### config.mk
export PLATFORM = sky130hd
export DESIGN_NAME = k_subset_combination_generator
export DESIGN_NICKNAME = d
export VERILOG_FILES = /design/src/hdl/kscg_pkg.sv /design/src/hdl/k_subset_combination_generator.sv /design/src/hdl/kscg_sequencer.sv /design/src/hdl/kscg_datapath.sv
export SDC_FILE = /design/constraint.sdc
export NUM_CORES = 1
export LEC_CHECK = 0
export BUFFER_PORTS_ARGS = -buffer_cell sky130_fd_sc_hd__buf_2
export CORE_ASPECT_RATIO = 1.5
export CORE_MARGIN = 2
export CORE_UTILIZATION = 46
export DETAILED_ROUTE_END_ITERATION = 8
export SETUP_SLACK_MARGIN = 0.4
export SLEW_MARGIN = 20
export SYNTH_ARGS = -nofsm -noshare
export SYNTH_HDL_FRONTEND = slang
export SYNTH_HIERARCHICAL = 1
export SYNTH_SLANG_ARGS = --single-unit
### constraint.sdc
create_clock -name i_clk -period 4.8 [get_ports i_clk]
set_clock_uncertainty 0.05 [all_clocks]
set_input_delay 0.96 -clock i_clk [delete_from_list [all_inputs] [get_ports i_clk]]
set_output_delay 0.96 -clock i_clk [all_outputs]
set_load 0.1 [all_outputs]
### src/hdl/kscg_pkg.sv
// kscg_pkg: shared types, constants and the microcode ROM of the
// k-subset combination generator. No dependencies.

package kscg_pkg;

    localparam int MAX_ELEMENTS = 16;
    localparam int MAX_SUBSET   = 16;
    localparam int VALUE_BITS   = 16;
    localparam int IDX_BITS     = 4;
    localparam int SIZE_BITS    = 5;
    localparam int PC_BITS      = 4;

    typedef logic [PC_BITS-1:0]   t_pc;
    typedef logic [SIZE_BITS-1:0] t_size;

    typedef enum logic [1:0] {
        CMD_LOAD    = 2'd0,
        CMD_RESTART = 2'd1,
        CMD_ADVANCE = 2'd2
    } t_cmd;

    typedef enum logic [0:0] {
        CFG_PICK_COUNT = 1'b0,
        CFG_SET_SIZE   = 1'b1
    } t_cfg_reg;

    typedef enum logic [1:0] {
        EM_NONE,
        EM_ELEM,
        EM_EMPTY,
        EM_FIN
    } t_emit;

    typedef enum logic [2:0] {
        PTR_HOLD,
        PTR_ZERO,
        PTR_INC,
        PTR_DEC,
        PTR_KM1
    } t_ptr_op;

    typedef enum logic [1:0] {
        V_HOLD,
        V_LOAD,
        V_INC
    } t_v_op;

    typedef enum logic [2:0] {
        C_NEVER,
        C_ALWAYS,
        C_DONE,
        C_KZERO,
        C_LASTP,
        C_ATMAX,
        C_PZERO
    } t_cond;

    typedef struct packed {
        t_emit   emit;
        t_ptr_op ptr_op;
        logic    pos_wr;
        t_v_op   v_op;
        logic    set_done;
        t_cond   cond;
        logic    inv;
        t_pc     target;
        logic    fin;
    } t_ctrl;

    typedef struct packed {
        logic done;
        logic kzero;
        logic lastp;
        logic atmax;
        logic pzero;
    } t_flags;

    localparam t_pc PC_DISPATCH = 4'd0;
    localparam t_pc PC_KCHECK   = 4'd1;
    localparam t_pc PC_EMIT     = 4'd2;
    localparam t_pc PC_SRCH_INI = 4'd3;
    localparam t_pc PC_SRCH     = 4'd4;
    localparam t_pc PC_SRCH_END = 4'd5;
    localparam t_pc PC_SRCH_DEC = 4'd6;
    localparam t_pc PC_FOUND    = 4'd7;
    localparam t_pc PC_FILL     = 4'd8;
    localparam t_pc PC_SETDONE  = 4'd9;
    localparam t_pc PC_FIN      = 4'd10;
    localparam t_pc PC_EMPTY    = 4'd11;

    localparam t_ctrl CTRL_NOP = '{emit: EM_NONE, ptr_op: PTR_HOLD, pos_wr: 1'b0,
                                   v_op: V_HOLD, set_done: 1'b0, cond: C_NEVER,
                                   inv: 1'b0, target: PC_DISPATCH, fin: 1'b1};

    function automatic t_ctrl f_w(t_emit em, t_ptr_op po, logic pw, t_v_op vo,
                                  logic sd, t_cond c, logic iv, t_pc tg, logic fn);
        t_ctrl w;
        w.emit     = em;
        w.ptr_op   = po;
        w.pos_wr   = pw;
        w.v_op     = vo;
        w.set_done = sd;
        w.cond     = c;
        w.inv      = iv;
        w.target   = tg;
        w.fin      = fn;
        return w;
    endfunction

    // conditional jump to target; otherwise end if fin, else fall through
    function automatic t_ctrl f_ucode(t_pc pc);
        t_ctrl w;
        case (pc)
            PC_DISPATCH: w = f_w(EM_NONE,  PTR_ZERO, 1'b0, V_HOLD, 1'b0,
                                 C_DONE,   1'b0, PC_FIN,      1'b0);
            PC_KCHECK:   w = f_w(EM_NONE,  PTR_HOLD, 1'b0, V_HOLD, 1'b0,
                                 C_KZERO,  1'b0, PC_EMPTY,    1'b0);
            PC_EMIT:     w = f_w(EM_ELEM,  PTR_INC,  1'b0, V_HOLD, 1'b0,
                                 C_LASTP,  1'b1, PC_EMIT,     1'b0);
            PC_SRCH_INI: w = f_w(EM_NONE,  PTR_KM1,  1'b0, V_HOLD, 1'b0,
                                 C_NEVER,  1'b0, PC_DISPATCH, 1'b0);
            PC_SRCH:     w = f_w(EM_NONE,  PTR_HOLD, 1'b0, V_HOLD, 1'b0,
                                 C_ATMAX,  1'b1, PC_FOUND,    1'b0);
            PC_SRCH_END: w = f_w(EM_NONE,  PTR_HOLD, 1'b0, V_HOLD, 1'b0,
                                 C_PZERO,  1'b0, PC_SETDONE,  1'b0);
            PC_SRCH_DEC: w = f_w(EM_NONE,  PTR_DEC,  1'b0, V_HOLD, 1'b0,
                                 C_ALWAYS, 1'b0, PC_SRCH,     1'b0);
            PC_FOUND:    w = f_w(EM_NONE,  PTR_HOLD, 1'b0, V_LOAD, 1'b0,
                                 C_NEVER,  1'b0, PC_DISPATCH, 1'b0);
            PC_FILL:     w = f_w(EM_NONE,  PTR_INC,  1'b1, V_INC,  1'b0,
                                 C_LASTP,  1'b1, PC_FILL,     1'b1);
            PC_SETDONE:  w = f_w(EM_NONE,  PTR_HOLD, 1'b0, V_HOLD, 1'b1,
                                 C_NEVER,  1'b0, PC_DISPATCH, 1'b1);
            PC_FIN:      w = f_w(EM_FIN,   PTR_HOLD, 1'b0, V_HOLD, 1'b0,
                                 C_NEVER,  1'b0, PC_DISPATCH, 1'b1);
            PC_EMPTY:    w = f_w(EM_EMPTY, PTR_HOLD, 1'b0, V_HOLD, 1'b1,
                                 C_NEVER,  1'b0, PC_DISPATCH, 1'b1);
            default:     w = CTRL_NOP;
        endcase
        return w;
    endfunction

endpackage

### src/hdl/k_subset_combination_generator.sv
// k_subset_combination_generator: top level, walks k-subsets of a loaded
// table in lexicographic order. Depends on kscg_pkg, kscg_sequencer, kscg_datapath.
//
// Usage:
//   A request is taken at a clock edge with start high and busy low.
//   cmd LOAD writes element_value into table slot element_index; cmd RESTART
//   latches the clamped sizes, sets positions to 0..k-1 and clears done.
//   Both complete at the accepting edge and raise no busy; cmd 3 is ignored.
//   cmd ADVANCE raises busy and runs the microcode program: after the
//   DISPATCH and KCHECK steps the current subset leaves one element per
//   cycle on o_strobe, last marked on the final one. The program then
//   searches the positions right to left (steps SRCH, SRCH_END and SRCH_DEC
//   for each position) and refills the tail. An empty subset gives one
//   result with o_no_element, and an exhausted iteration one result with
//   o_finished.
//   Results are shown for exactly one cycle; the receiver cannot stall them.
//   Config registers (index 0 pick count k, 1 set size n) are written at once
//   through i_cfg_we and are meant to change only while idle.
//   Reset (synchronous, active low) clears sizes, done and positions to i;
//   table contents stay undefined until loaded.

module k_subset_combination_generator (
    input  logic                               i_clk,
    input  logic                               i_rst_n,
    input  logic                               start,
    output logic                               busy,
    input  logic [1:0]                         i_cmd,
    input  logic [kscg_pkg::IDX_BITS-1:0]      i_element_index,
    input  logic [kscg_pkg::VALUE_BITS-1:0]    i_element_value,
    input  logic                               i_cfg_we,
    input  logic                               i_cfg_index,
    input  logic [kscg_pkg::SIZE_BITS-1:0]     i_cfg_data,
    output logic                               o_strobe,
    output logic [kscg_pkg::IDX_BITS-1:0]      o_position,
    output logic [kscg_pkg::IDX_BITS-1:0]      o_chosen_index,
    output logic [kscg_pkg::VALUE_BITS-1:0]    o_chosen_value,
    output logic                               o_last,
    output logic                               o_finished,
    output logic                               o_no_element
);

    logic             w_accept, w_go;
    kscg_pkg::t_ctrl  w_ctrl;
    kscg_pkg::t_flags w_flags;

    assign w_accept = start && !busy;
    assign w_go     = w_accept && (kscg_pkg::t_cmd'(i_cmd) == kscg_pkg::CMD_ADVANCE);

    kscg_sequencer u_seq (
        .i_clk   (i_clk),
        .i_rst_n (i_rst_n),
        .i_go    (w_go),
        .i_flags (w_flags),
        .o_ctrl  (w_ctrl),
        .o_busy  (busy)
    );

    kscg_datapath u_dp (
        .i_clk           (i_clk),
        .i_rst_n         (i_rst_n),
        .i_cfg_we        (i_cfg_we),
        .i_cfg_index     (kscg_pkg::t_cfg_reg'(i_cfg_index)),
        .i_cfg_data      (i_cfg_data),
        .i_accept        (w_accept),
        .i_cmd           (i_cmd),
        .i_element_index (i_element_index),
        .i_element_value (i_element_value),
        .i_ctrl          (w_ctrl),
        .o_flags         (w_flags),
        .o_strobe        (o_strobe),
        .o_position      (o_position),
        .o_chosen_index  (o_chosen_index),
        .o_chosen_value  (o_chosen_value),
        .o_last          (o_last),
        .o_finished      (o_finished),
        .o_no_element    (o_no_element)
    );

    a_go_busy: assert property (@(posedge i_clk) disable iff (!i_rst_n)
        w_go |=> busy)
        else $error("advance request did not start the program");

    a_fin_alone: assert property (@(posedge i_clk) disable iff (!i_rst_n)
        o_strobe && o_finished |-> !o_last && !o_no_element)
        else $error("finished result carries other flags");

    a_empty_last: assert property (@(posedge i_clk) disable iff (!i_rst_n)
        o_strobe && o_no_element |-> o_last)
        else $error("empty subset result not marked last");

    a_idle_quiet: assert property (@(posedge i_clk) disable iff (!i_rst_n)
        !busy |=> !o_strobe)
        else $error("result without a running program");

endmodule

### src/hdl/kscg_sequencer.sv
// kscg_sequencer: step counter and microcode ROM of the generator.
// Depends on kscg_pkg.

module kscg_sequencer (
    input  logic            i_clk,
    input  logic            i_rst_n,
    input  logic            i_go,
    input  kscg_pkg::t_flags i_flags,
    output kscg_pkg::t_ctrl  o_ctrl,
    output logic            o_busy
);

    logic            r_busy, n_busy;
    kscg_pkg::t_pc   r_pc, n_pc;
    kscg_pkg::t_ctrl w_word;
    logic            w_cond, w_taken;

    assign w_word = kscg_pkg::f_ucode(r_pc);

    always_comb begin
        case (w_word.cond)
            kscg_pkg::C_NEVER:  w_cond = 1'b0;
            kscg_pkg::C_ALWAYS: w_cond = 1'b1;
            kscg_pkg::C_DONE:   w_cond = i_flags.done;
            kscg_pkg::C_KZERO:  w_cond = i_flags.kzero;
            kscg_pkg::C_LASTP:  w_cond = i_flags.lastp;
            kscg_pkg::C_ATMAX:  w_cond = i_flags.atmax;
            kscg_pkg::C_PZERO:  w_cond = i_flags.pzero;
            default:            w_cond = 1'b0;
        endcase
        w_taken = w_cond ^ w_word.inv;
    end

    always_comb begin
        n_busy = r_busy;
        n_pc   = r_pc;
        if (r_busy) begin
            if (w_taken) begin
                n_pc = w_word.target;
            end else if (w_word.fin) begin
                n_busy = 1'b0;
            end else begin
                n_pc = r_pc + kscg_pkg::t_pc'(1);
            end
        end else if (i_go) begin
            n_busy = 1'b1;
            n_pc   = kscg_pkg::PC_DISPATCH;
        end
    end

    always_ff @(posedge i_clk) begin
        if (!i_rst_n) begin
            r_busy <= 1'b0;
            r_pc   <= kscg_pkg::PC_DISPATCH;
        end else begin
            r_busy <= n_busy;
            r_pc   <= n_pc;
        end
    end

    assign o_ctrl = r_busy ? w_word : kscg_pkg::CTRL_NOP;
    assign o_busy = r_busy;

endmodule

### src/hdl/kscg_datapath.sv
// kscg_datapath: element table, position registers, pointer, sizes and
// result registers, driven by the control word. Depends on kscg_pkg.

module kscg_datapath (
    input  logic                                 i_clk,
    input  logic                                 i_rst_n,
    input  logic                                 i_cfg_we,
    input  kscg_pkg::t_cfg_reg                   i_cfg_index,
    input  kscg_pkg::t_size                      i_cfg_data,
    input  logic                                 i_accept,
    input  logic [1:0]                           i_cmd,
    input  logic [kscg_pkg::IDX_BITS-1:0]        i_element_index,
    input  logic [kscg_pkg::VALUE_BITS-1:0]      i_element_value,
    input  kscg_pkg::t_ctrl                      i_ctrl,
    output kscg_pkg::t_flags                     o_flags,
    output logic                                 o_strobe,
    output logic [kscg_pkg::IDX_BITS-1:0]        o_position,
    output logic [kscg_pkg::IDX_BITS-1:0]        o_chosen_index,
    output logic [kscg_pkg::VALUE_BITS-1:0]      o_chosen_value,
    output logic                                 o_last,
    output logic                                 o_finished,
    output logic                                 o_no_element
);

    localparam int IB = kscg_pkg::IDX_BITS;
    localparam int SB = kscg_pkg::SIZE_BITS;

    logic [kscg_pkg::VALUE_BITS-1:0] r_table [kscg_pkg::MAX_ELEMENTS];
    logic [kscg_pkg::VALUE_BITS-1:0] r_rd_data;
    logic [IB-1:0]  r_positions [kscg_pkg::MAX_SUBSET];
    kscg_pkg::t_size r_pick_count, r_set_size, r_k, r_n, r_ptr, n_ptr, r_v, n_v;
    kscg_pkg::t_size w_n_clamp, w_k_clamp;
    logic           r_done;
    logic [IB-1:0]  w_idx, w_pos_rd;
    logic           w_load, w_restart;
    logic           r_strobe, r_last, r_fin, r_none, r_val_en;
    logic [IB-1:0]  r_opos, r_oidx;

    assign w_idx    = r_ptr[IB-1:0];
    assign w_pos_rd = r_positions[w_idx];
    assign w_load    = i_accept && (kscg_pkg::t_cmd'(i_cmd) == kscg_pkg::CMD_LOAD);
    assign w_restart = i_accept && (kscg_pkg::t_cmd'(i_cmd) == kscg_pkg::CMD_RESTART);

    assign w_n_clamp = (r_set_size > SB'(kscg_pkg::MAX_ELEMENTS)) ?
                       SB'(kscg_pkg::MAX_ELEMENTS) : r_set_size;
    assign w_k_clamp = (r_pick_count > w_n_clamp) ? w_n_clamp : r_pick_count;

    assign o_flags.done  = r_done;
    assign o_flags.kzero = (r_k == '0);
    assign o_flags.lastp = ((r_ptr + SB'(1)) == r_k);
    // position at its maximum: pos + k == n + ptr
    assign o_flags.atmax = (({2'b00, w_pos_rd} + {1'b0, r_k}) ==
                            ({1'b0, r_n} + {1'b0, r_ptr}));
    assign o_flags.pzero = (r_ptr == '0);

    always_comb begin
        case (i_ctrl.ptr_op)
            kscg_pkg::PTR_HOLD: n_ptr = r_ptr;
            kscg_pkg::PTR_ZERO: n_ptr = '0;
            kscg_pkg::PTR_INC:  n_ptr = r_ptr + SB'(1);
            kscg_pkg::PTR_DEC:  n_ptr = r_ptr - SB'(1);
            kscg_pkg::PTR_KM1:  n_ptr = r_k - SB'(1);
            default:            n_ptr = r_ptr;
        endcase
        case (i_ctrl.v_op)
            kscg_pkg::V_HOLD: n_v = r_v;
            kscg_pkg::V_LOAD: n_v = {1'b0, w_pos_rd} + SB'(1);
            kscg_pkg::V_INC:  n_v = r_v + SB'(1);
            default:          n_v = r_v;
        endcase
    end

    always_ff @(posedge i_clk) begin
        if (w_load) begin
            r_table[i_element_index] <= i_element_value;
        end
        r_rd_data <= r_table[w_pos_rd];
    end

    always_ff @(posedge i_clk) begin
        r_ptr <= n_ptr;
        r_v   <= n_v;
    end

    always_ff @(posedge i_clk) begin
        if (!i_rst_n) begin
            r_pick_count  <= '0;
            r_set_size    <= '0;
            r_k           <= '0;
            r_n           <= '0;
            r_done        <= 1'b0;
            for (int i = 0; i < kscg_pkg::MAX_SUBSET; i++) begin
                r_positions[i] <= IB'(i);
            end
        end else begin
            if (i_cfg_we) begin
                case (i_cfg_index)
                    kscg_pkg::CFG_PICK_COUNT: r_pick_count <= i_cfg_data;
                    kscg_pkg::CFG_SET_SIZE:   r_set_size   <= i_cfg_data;
                    default: ;
                endcase
            end
            if (w_restart) begin
                r_k    <= w_k_clamp;
                r_n    <= w_n_clamp;
                r_done <= 1'b0;
                for (int i = 0; i < kscg_pkg::MAX_SUBSET; i++) begin
                    r_positions[i] <= IB'(i);
                end
            end else begin
                if (i_ctrl.set_done) begin
                    r_done <= 1'b1;
                end
                if (i_ctrl.pos_wr) begin
                    r_positions[w_idx] <= r_v[IB-1:0];
                end
            end
        end
    end

    always_ff @(posedge i_clk) begin
        if (!i_rst_n) begin
            r_strobe <= 1'b0;
        end else begin
            r_strobe <= (i_ctrl.emit != kscg_pkg::EM_NONE);
        end
    end

    always_ff @(posedge i_clk) begin
        r_opos   <= '0;
        r_oidx   <= '0;
        r_last   <= 1'b0;
        r_fin    <= 1'b0;
        r_none   <= 1'b0;
        r_val_en <= 1'b0;
        case (i_ctrl.emit)
            kscg_pkg::EM_ELEM: begin
                r_opos   <= w_idx;
                r_oidx   <= w_pos_rd;
                r_last   <= o_flags.lastp;
                r_val_en <= 1'b1;
            end
            kscg_pkg::EM_EMPTY: begin
                r_last <= 1'b1;
                r_none <= 1'b1;
            end
            kscg_pkg::EM_FIN: begin
                r_fin <= 1'b1;
            end
            default: ;
        endcase
    end

    assign o_strobe       = r_strobe;
    assign o_position     = r_opos;
    assign o_chosen_index = r_oidx;
    assign o_chosen_value = r_val_en ? r_rd_data : '0;
    assign o_last         = r_last;
    assign o_finished     = r_fin;
    assign o_no_element   = r_none;

endmodule
==> reports/results.txt, run 1 <==
Multi-input gate area -> 5610 µm²
Combinational Power Share -> 9.8%
Post-synthesis average cell area -> 12.0 µm²
Outcome -> finished clean
# port buffers -> 60
Data arrival time of the worst path -> 4.90 ns
Fmax -> 223 MHz
Area occupied by registers -> 11400 µm²
Initial DRC count -> 812
Final net count -> 1570
Flop pwr share -> 51.1%
Worst skew pair latency -> 0.54 ns
Kind of critical path -> flop to flop
Crit Path Max Fanout -> 6
Psw -> 0.00183 W
Vias per cell -> 5.47
Total Wirelength -> 42100 µm
Worst slew pin tran -> 1.12 ns
Die Wd -> 162 µm
Vias in the first global route -> 11009
First-pass GRT wire length -> 63800 µm
Commonest cells after routing, fill and taps aside -> nand2_1, edfxtp_1, nand3_1
Hpwl dp -> 26700 µm
Sink Count -> 405
CP endpoint kind -> flop
Final period utilization -> 93.2%
Syn nets -> 1492
Switching Fraction -> 23.8%
Commonest non-fill, non-tap cell in the layout -> nand2_1
Die area -> 39000 µm²
Cts bufs inserted -> 39
Endpoints failing hold -> 0
VDD IR max -> 0.000221 V
Overall Power -> 0.00767 W
Slew headroom -> 25.6%
# DRC -> 0
Post-DR wirelength/cell -> 20.8 µm
Setup total negative slack -> 0 ns
Leakage power -> 7.23 nW
Die Span Y -> 241 µm
Ratio of cells with drive above 1 in the final layout -> 17.6%
Max cap viols -> 0
Final worst path period need -> 4.48 ns
Gpl congestion -> 0.851
Vias -> 11088
WP data required -> 5.23 ns
Critical Path Start Type -> flop
Post-Syn Area -> 17200 µm²
Number of fill cells -> 3147
Starting density of the core -> 46.7%
# setup viols final -> 0
# hold bufs at CTS -> 0
Initial antenna violation count -> 4
Area Growth Syn to Fin -> 14.8%
CTS tree -> built
Row count -> 86
RSZ-0062 raised after global routing -> yes
Final global-route overflow total -> 0
Mapped Cells -> 1432
CTS clock-pin slew for the worst setup and hold paths -> 0.06 ns
Clock Power Share -> 39.0%
P_int -> 0.00584 W
Core box area -> 36800 µm²
Yosys warns -> 6
ANT nets after route -> 0
Largest net degree at the start of global routing -> 101
Gr usage total -> 21.7%
Final max-slew violation count -> 0
Root Buffer -> clkbuf_16
TritonRoute pass-1 iters -> 6
Power Dens Cells -> 389 nW/µm²
H-tree depth -> 2
Ports -> 61
CTS Buffer Depth -> 3
Hold Path Class -> flop to flop
-- worst max-delay path, cell delays in order, from the launching register on --
cell     delay [ns]
dfxtp_4        0.41
buf_6          0.13
buf_6          0.10
mux4_2         0.48
mux2_4         0.29
mux2i_4        0.20
inv_4          0.06
ha_4           0.16
inv_2          0.04
fa_2           0.42
xor2_1         0.16
nand3_1        0.13
nor4_4         0.38
or2_4          0.20
nand4_1        0.17
buf_4          0.22
nand4_1        0.14
nand3_2        0.19
maj3_2         0.37
o21ai_2        0.12
-- final timing paths --
kind                                                 startpoint                               to  slack (ns)  depth (start not counted)
worst max register to register                             flop       u_seq/w_word[2]$_SDFF_PP0_        0.32                         19
worst max-delay path                                       flop       u_seq/w_word[2]$_SDFF_PP0_        0.32                         19
worst min register to register  u_dp/r_set_size[0]$_SDFFE_PN0P_  u_dp/r_set_size[0]$_SDFFE_PN0P_        0.41                          2
worst min-delay path            u_dp/r_set_size[0]$_SDFFE_PN0P_  u_dp/r_set_size[0]$_SDFFE_PN0P_        0.41                          2
-- per-layer routing --
layer / vias up / wire length (µm) / track usage [%]
li1: 5278 / - / -
met2: 277 / 22700 / 41.3
met4: 2 / 1600 / 8.02
met1: 5445 / 16200 / 24.9
met5: - / 13 / 0
met3: 86 / 1600 / 2.78
-- flip-flops by register name (all words and copies together) (netlist names), 4 cells and up, named ones only --
signal	cells
u_dp/r_k	5
u_seq/r_pc	4
u_dp/r_pick_count	5
u_dp/o_position	4
u_dp/r_table	256
u_dp/r_rd_data	16
u_seq/w_word	17
u_dp/r_n	5
u_dp/r_positions	64
u_dp/o_chosen_index	4
u_dp/r_ptr	5
u_dp/r_v	4
u_dp/r_set_size	5
-- power groups by stage --
stage / Clock (W) / Sequential [W] / Combinational [W]
2_1_floorplan: 0 / 0.00397 / 0.000518
3_5_place_dp: 0 / 0.00400 / 0.000720
5_1_grt: 0.00319 / 0.00393 / 0.000836
3_3_place_gp: 0 / 0.00400 / 0.000706
4_1_cts: 0.00306 / 0.00392 / 0.000747
6_report: 0.00299 / 0.00392 / 0.000753
-- cell type report --
| type | count | share of cell area (%) |
|---|---|---|
| well taps | 484 | 3.07 |
| clock buffers | 55 | 5.77 |
| diodes | 2 | 0.0254 |
| repair buffers | 115 | 3.69 |
| flip-flops and latches | 405 | 57.8 |
| multi-input cells | 917 | 28.4 |
| inverters | 32 | 0.621 |
| clock inverters | 16 | 0.596 |
-- stage by stage --
step | hold WS, ns | setup slack (ns) | area, µm² | std cells | utilization, %
final | 0.410 | 0.324 | 19700 | 2026 | 53.6
after global routing | 0.453 | 0.151 | 19700 | 2024 | 53.6
after CTS | 0.414 | 0.381 | 19600 | 2016 | 53.2
after detailed placement | 0.405 | 0.164 | 18100 | 1933 | 49.3
after global placement | 0.404 | 0.263 | 18100 | 1933 | 49.3
after floorplan | 0.377 | 0.351 | 17300 | 1432 | -
-- timing repair --
item / in CTS / in global routing
resized for setup: 21 / 21
setup endpoints to repair: 19 / 19
pin swaps: 16 / 11
buffers inserted: 12 / 8
Power figures use the tool's default switching activity.
==> inputs of run 2 (changes only) <==
--- a/config.mk
+++ b/config.mk
@@ -8,8 +8,9 @@
 export BUFFER_PORTS_ARGS = -buffer_cell sky130_fd_sc_hd__buf_2
 export CORE_ASPECT_RATIO = 1.5
 export CORE_MARGIN = 2
-export CORE_UTILIZATION = 46
+export CORE_UTILIZATION = 56
 export DETAILED_ROUTE_END_ITERATION = 8
+export PLACE_DENSITY = 0.76
 export SETUP_SLACK_MARGIN = 0.4
 export SLEW_MARGIN = 20
 export SYNTH_ARGS = -nofsm -noshare
==> run 2 against run 1 <==
  * Final area decreased by 1.2%
  * Non-clock buffer count decreased by 2
  * Via count up 3.2%
  * Core utilization is 11 points higher
  * Count of clock-buffer cells in the layout decreased by 2
  * Combinational power is 0.7% lower
  * Die area fell by 18%
  * Register-to-register slack better by 0.06 ns
  * Clock power fell by 4%
  * Setup slack improved by 0.061 ns
==> reports/results.txt, run 2 (synthesis results as in run 1) <==
Outcome -> finished clean (unchanged)
# hold bufs at CTS -> 0 (unchanged)
Top register by number of flip-flops -> u_dp/r_table (unchanged)
Post-DR wirelength/cell -> 21.1 µm (was 20.8 µm)
Critical Path Start Type -> flop (unchanged)
Data arrival time of the worst path -> 4.81 ns (was 4.90 ns)
CP endpoint kind -> flop (unchanged)
Worst slew pin tran -> 1.05 ns (was 1.12 ns)
Endpoints failing hold -> 0 (unchanged)
Root Buffer -> clkbuf_16 (unchanged)
Commonest non-fill, non-tap cell in the layout -> nand2_1 (unchanged)
Post-route cell area -> 19500 µm² (was 19700 µm²)
# DRC -> 0 (unchanged)
Worst skew pair latency -> 0.53 ns (was 0.54 ns)
VDD IR max -> 0.000247 V (was 0.000221 V)
Setup total negative slack -> 0 ns (unchanged)
Number of fill cells -> 2239 (was 3147)
H-tree depth -> 2 (unchanged)
Vias per cell -> 5.91 (was 5.47)
Final period utilization -> 92.0% (was 93.2%)
Sink Count -> 405 (unchanged)
Multi-input gate area -> 5550 µm² (was 5610 µm²)
Worst-path cell chain -> mux4_2 > mux4_4 > ha_4 > a21o_1 > a21oi_2 > nor2b_1 > o21ai_1 > xor2_1 > nor4_4 > nor2_2 > buf_4 > nor4_4 > o31ai_2 > and3_4 > buf_4 > nand3_1 > o32ai_2 (was buf_6 > buf_6 > mux4_2 > mux2_4 > mux2i_4 > inv_4 > ha_4 > inv_2 > fa_2 > xor2_1 > nand3_1 > nor4_4 > or2_4 > nand4_1 > buf_4 > nand4_1 > nand3_2 > maj3_2 > o21ai_2)
Hold Path Class -> flop to flop (unchanged)
RSZ-0062 raised after global routing -> yes (unchanged)
Initial antenna violation count -> 3 (was 4)
ANT nets after route -> 0 (unchanged)
Leakage power -> 7.17 nW (was 7.23 nW)
Gpl congestion -> 0.899 (was 0.851)
Power Dens Cells -> 387 nW/µm² (was 389 nW/µm²)
Slowest library cell on the worst path -> mux4_4 (was mux4_2)
Largest net degree at the start of global routing -> 82 (was 101)
Die Span Y -> 219 µm (was 241 µm)
Vias -> 11438 (was 11088)
Cts bufs inserted -> 37 (was 39)
Cell count after placement -> 1852 (was 1933)
Hpwl dp -> 25200 µm (was 26700 µm)
Starting density of the core -> 56.8% (was 46.7%)
WP data required -> 5.19 ns (was 5.23 ns)
# port buffers -> 60 (unchanged)
Slew headroom -> 30.1% (was 25.6%)
Ratio of cells with drive above 1 in the final layout -> 16.9% (was 17.6%)
Core box area -> 30300 µm² (was 36800 µm²)
Ports -> 61 (unchanged)
First-pass GRT wire length -> 62400 µm (was 63800 µm)
Final worst path period need -> 4.41 ns (was 4.48 ns)
Commonest cells after routing, fill and taps aside -> nand2_1, edfxtp_1, nand3_1 (unchanged)
Crit path max-delay family -> multiplexers (was simple AND/OR/NAND/NOR gates)
Final global-route overflow total -> 0 (unchanged)
Vias in the first global route -> 11425 (was 11009)
Row count -> 78 (was 86)
Final max-slew violation count -> 0 (unchanged)
Buf/Inv on CP -> 2 (was 5)
CTS tree -> built (unchanged)
Die area -> 32100 µm² (was 39000 µm²)
Gr usage total -> 25.5% (was 21.7%)
Crit-path max cell delay -> 0.68 ns (was 0.48 ns)
Total Wirelength -> 40800 µm (was 42100 µm)
Cell Area, Placed -> 18000 µm² (was 18100 µm²)
Area occupied by registers -> 11400 µm² (unchanged)
# setup viols final -> 0 (unchanged)
Kind of critical path -> flop to flop (unchanged)
TritonRoute pass-1 iters -> 5 (was 6)
Die Wd -> 147 µm (was 162 µm)
Final net count -> 1566 (was 1570)
Largest register FFs -> 256 (unchanged)
CTS Buffer Depth -> 3 (unchanged)
Crit Path Max Fanout -> 8 (was 6)
CTS clock-pin slew for the worst setup and hold paths -> 0.06 ns (about the same)
Max cap viols -> 0 (unchanged)
Final Non-Filler Cells -> 1935 (was 2026)
Area Growth Syn to Fin -> 13.4% (was 14.8%)
Initial DRC count -> 946 (was 812)
Fmax -> 227 MHz (was 223 MHz)
==> run 2: cell type report <==
| cell class | instances | area share (%) |
|---|---|---|
| sequential | 405 | 58.5 |
| clock inverter | 14 | 0.520 |
| clock buffer | 53 | 5.54 |
| tap | 400 | 2.57 |
| inverter | 32 | 0.642 |
| multi-input combinational | 917 | 28.5 |
| antenna | 1 | 0.0128 |
| timing repair buffer | 113 | 3.68 |
==> run 2: path summary, 6_finish.rpt <==
path	startpoint	end	slack (ns)	cells past startpoint
worst min register to register	u_dp/r_set_size[2]$_SDFFE_PN0P_	u_dp/r_set_size[2]$_SDFFE_PN0P_	0.41	2
worst min-delay path	u_dp/r_set_size[2]$_SDFFE_PN0P_	u_dp/r_set_size[2]$_SDFFE_PN0P_	0.41	2
worst max register to register	flop	u_seq/w_word[8]$_DFF_P_	0.39	17
worst max-delay path	flop	u_seq/w_word[8]$_DFF_P_	0.39	17
==> run 2: where the power goes <==
part	total [W]	internal (W)	switching (W)
sequential	0.00392	0.00387	0.0000522
clock	0.00287	0.00162	0.00124
combinational	0.000748	0.000254	0.000494
total	0.00754	0.00575	0.00179
==> run 2: repair_timing <==
action                     CTS  global route
setup endpoints to repair   18            21
resized for setup           16            16
pin swaps                   14            11
buffers inserted            10             5
hold endpoints to repair     0             0
==> run 2: tightest hold or removal path, cell delays in order (launching register included) <==
cell and delay (ns):
dfxtp_1 0.31, nand2_1 0.05, a21boi_0 0.06
==> run 2: metal layers <==
layer / up-vias / wire (µm) / part of all wire, % / GRT usage [%]
met2: 431 / 21700 / 53 / 46.7
met4: 4 / 1790 / 4.4 / 11.2
li1: 5259 / - / - / -
met3: 116 / 2280 / 5.6 / 3.57
met5: - / 21 / 0.051 / 0
met1: 5628 / 15000 / 37 / 29.8
==> run 2: stage by stage <==
stage	utilization, %	hold slack, ns	worst slack (ns)	power, W
floorplan	-	0.377	0.351	0.00449
global placement	59.6	0.400	0.324	0.00468
detailed placement	59.6	0.409	0.130	0.00471
CTS	64.0	0.418	0.291	0.00757
global route	64.4	0.452	0.232	0.00780
finish	64.4	0.414	0.385	0.00754
==> inputs of run 3 (changes only) <==
--- a/config.mk
+++ b/config.mk
@@ -10,7 +10,7 @@
 export CORE_MARGIN = 2
 export CORE_UTILIZATION = 56
 export DETAILED_ROUTE_END_ITERATION = 8
-export PLACE_DENSITY = 0.76
+export PLACE_DENSITY_LB_ADDON = 0.05
 export SETUP_SLACK_MARGIN = 0.4
 export SLEW_MARGIN = 20
 export SYNTH_ARGS = -nofsm -noshare
==> run 3 against run 2 <==
  * Critical path depth fell by 2
  * Final area up 0.66%
  * Power increased by 1.0%
  * Count of clock-buffer cells in the layout shrank 3
  * Highest routed layer is now met4
  * Hold slack hardly changed
  * Global-route usage grew 0.67 points
  * First-iteration DRC count down 21%
  * Sequential power hardly changed
  * Fmax decreased by 1.1%
  * Die area stayed put
  * Register-to-register slack worse by 0.05 ns
==> reports/results.txt, run 3 (synthesis results as in run 1) <==
Outcome -> finished clean (unchanged)
Flop pwr share -> 51.3% (was 52.0%)
Total Wirelength -> 41700 µm (was 40800 µm)
P_int -> 0.00583 W (was 0.00575 W)
Cts bufs inserted -> 38 (was 37)
WP data required -> 5.20 ns (was 5.19 ns)
Gr usage total -> 26.2% (was 25.5%)
Sink Count -> 405 (unchanged)
Power Dens Cells -> 388 nW/µm² (was 387 nW/µm²)
Final Non-Filler Cells -> 1934 (was 1935)
# hold bufs at CTS -> 0 (unchanged)
Post-route cell area -> 19600 µm² (was 19500 µm²)
Number of fill cells -> 2270 (was 2239)
Worst-path cell chain -> mux4_2 > mux4_4 > buf_6 > inv_4 > fa_2 > xor2_1 > nand3_1 > nor4_4 > or2_4 > a31oi_2 > o21ai_1 > and3_4 > buf_4 > nand3_2 > o32ai_2 (was mux4_2 > mux4_4 > ha_4 > a21o_1 > a21oi_2 > nor2b_1 > o21ai_1 > xor2_1 > nor4_4 > nor2_2 > buf_4 > nor4_4 > o31ai_2 > and3_4 > buf_4 > nand3_1 > o32ai_2)
CP endpoint kind -> flop (unchanged)
Row count -> 78 (unchanged)
Final worst path period need -> 4.46 ns (was 4.41 ns)
Gpl congestion -> 0.856 (was 0.899)
VDD IR max -> 0.000320 V (was 0.000247 V)
# port buffers -> 60 (unchanged)
Crit-path max cell delay -> 0.69 ns (was 0.68 ns)
Initial antenna violation count -> 0 (was 3)
Post-layout util -> 64.8% (was 64.4%)
TritonRoute pass-1 iters -> 5 (unchanged)
ANT nets after route -> 0 (unchanged)
Slowest library cell on the worst path -> mux4_4 (unchanged)
Vias in the first global route -> 11259 (was 11425)
Crit Path Max Fanout -> 6 (was 8)
RSZ-0062 raised after global routing -> yes (unchanged)
Worst skew pair latency -> 0.54 ns (was 0.53 ns)
Vias per cell -> 5.82 (was 5.91)
Setup total negative slack -> 0 ns (unchanged)
Ratio of cells with drive above 1 in the final layout -> 17.4% (was 16.9%)
Final max-slew violation count -> 0 (unchanged)
Hpwl dp -> 25300 µm (was 25200 µm)
CTS Buffer Depth -> 3 (unchanged)
Final global-route overflow total -> 0 (unchanged)
Buf/Inv on CP -> 3 (was 2)
Final net count -> 1568 (was 1566)
Switching Fraction -> 23.5% (was 23.7%)
Starting density of the core -> 56.8% (unchanged)
Endpoints failing hold -> 0 (unchanged)
Clock Power Share -> 38.6% (was 38.1%)
First-pass GRT wire length -> 63700 µm (was 62400 µm)
Die Wd -> 147 µm (unchanged)
Psw -> 0.00179 W (about the same)
H-tree depth -> 2 (unchanged)
Post-DR wirelength/cell -> 21.6 µm (was 21.1 µm)
Data arrival time of the worst path -> 4.86 ns (was 4.81 ns)
Largest net degree at the start of global routing -> 90 (was 82)
Worst slew pin tran -> 1.08 ns (was 1.05 ns)
# diodes -> 0 (was 1)
Post-layout worst setup margin -> 0.336 ns (was 0.385 ns)
Ports -> 61 (unchanged)
Top register by number of flip-flops -> u_dp/r_table (unchanged)
DP Worst Slack -> 0.111 ns (was 0.130 ns)
CTS clock-pin slew for the worst setup and hold paths -> 0.06 ns (about the same)
Cell count after placement -> 1851 (was 1852)
Commonest non-fill, non-tap cell in the layout -> nand2_1 (unchanged)
Kind of critical path -> flop to flop (unchanged)
# DRC -> 0 (unchanged)
Crit path max-delay family -> multiplexers (unchanged)
Cell Area, Placed -> 18000 µm² (about the same)
Leakage power -> 7.21 nW (was 7.17 nW)
Slew headroom -> 28.2% (was 30.1%)
Hold Path Class -> flop to flop (unchanged)
Fmax -> 224 MHz (was 227 MHz)
Root Buffer -> clkbuf_16 (unchanged)
Largest register FFs -> 256 (unchanged)
Vias -> 11247 (was 11438)
# setup viols final -> 0 (unchanged)
Final period utilization -> 93.0% (was 92.0%)
Commonest cells after routing, fill and taps aside -> nand2_1, edfxtp_1, nand3_1 (unchanged)
Critical Path Start Type -> flop (unchanged)
Area Growth Syn to Fin -> 14.1% (was 13.4%)
CTS tree -> built (unchanged)
Core box area -> 30300 µm² (unchanged)
Combinational Power Share -> 10.1% (was 9.9%)
Max cap viols -> 0 (unchanged)
Initial DRC count -> 747 (was 946)
Die area -> 32100 µm² (unchanged)
Die Span Y -> 219 µm (unchanged)
## run 3: repair_timing
item / CTS / global route
pin swaps: 15 / 14
endpoints found under the setup margin: 19 / 18
gates resized for setup: 19 / 30
gates cloned: 0 / 0
buffers inserted: 11 / 6
## run 3: power groups by stage
stage | logic (W) | clock network (W) | registers, W
3_5_place_dp | 0.000717 | 0 | 0.00399
4_1_cts | 0.000744 | 0.00298 | 0.00391
5_1_grt | 0.000847 | 0.00312 | 0.00391
3_3_place_gp | 0.000700 | 0 | 0.00399
2_1_floorplan | 0.000518 | 0 | 0.00397
6_report | 0.000766 | 0.00294 | 0.00391
## run 3: through the flow
| stage | hold slack, ns | power [W] |
|---|---|---|
| after floorplan | 0.377 | 0.00449 |
| after global placement | 0.403 | 0.00469 |
| after detailed placement | 0.404 | 0.00470 |
| after CTS | 0.412 | 0.00763 |
| after global routing | 0.435 | 0.00788 |
| final | 0.414 | 0.00762 |
## run 3: worst min-delay path: cells and delay by family, from the launching register on
family          cells  cell delay [ns]
simple gates        1             0.05
flops               1             0.31
compound gates      1             0.06
## run 3: final timing paths
check,end,from,slack [ns],depth (start not counted)
max,u_seq/w_word[8]$_DFF_P_,flop,0.34,15
min,u_dp/r_set_size[2]$_SDFFE_PN0P_,u_dp/r_set_size[2]$_SDFFE_PN0P_,0.41,2
max reg2reg,u_seq/w_word[8]$_DFF_P_,flop,0.34,15
min reg2reg,u_dp/r_set_size[2]$_SDFFE_PN0P_,u_dp/r_set_size[2]$_SDFFE_PN0P_,0.41,2
## run 3: layout make-up
class | count | area (µm²) | area share, %
multi-input combinational | 917 | 5650 | 28.8
sequential | 405 | 11400 | 58.2
timing repair buffer | 114 | 724 | 3.69
tap | 400 | 500 | 2.55
clock buffer | 50 | 1050 | 5.34
inverter | 32 | 125 | 0.638
clock inverter | 16 | 158 | 0.804
## run 3: metal layers
layer | wire length [µm] | track usage (%) | up-vias
li1 | - | - | 5267
met1 | 15700 | 30.3 | 5536
met2 | 22600 | 48.7 | 342
met3 | 1730 | 3.42 | 102
met4 | 1650 | 10.8 | 0
met5 | 0 | 0 | -
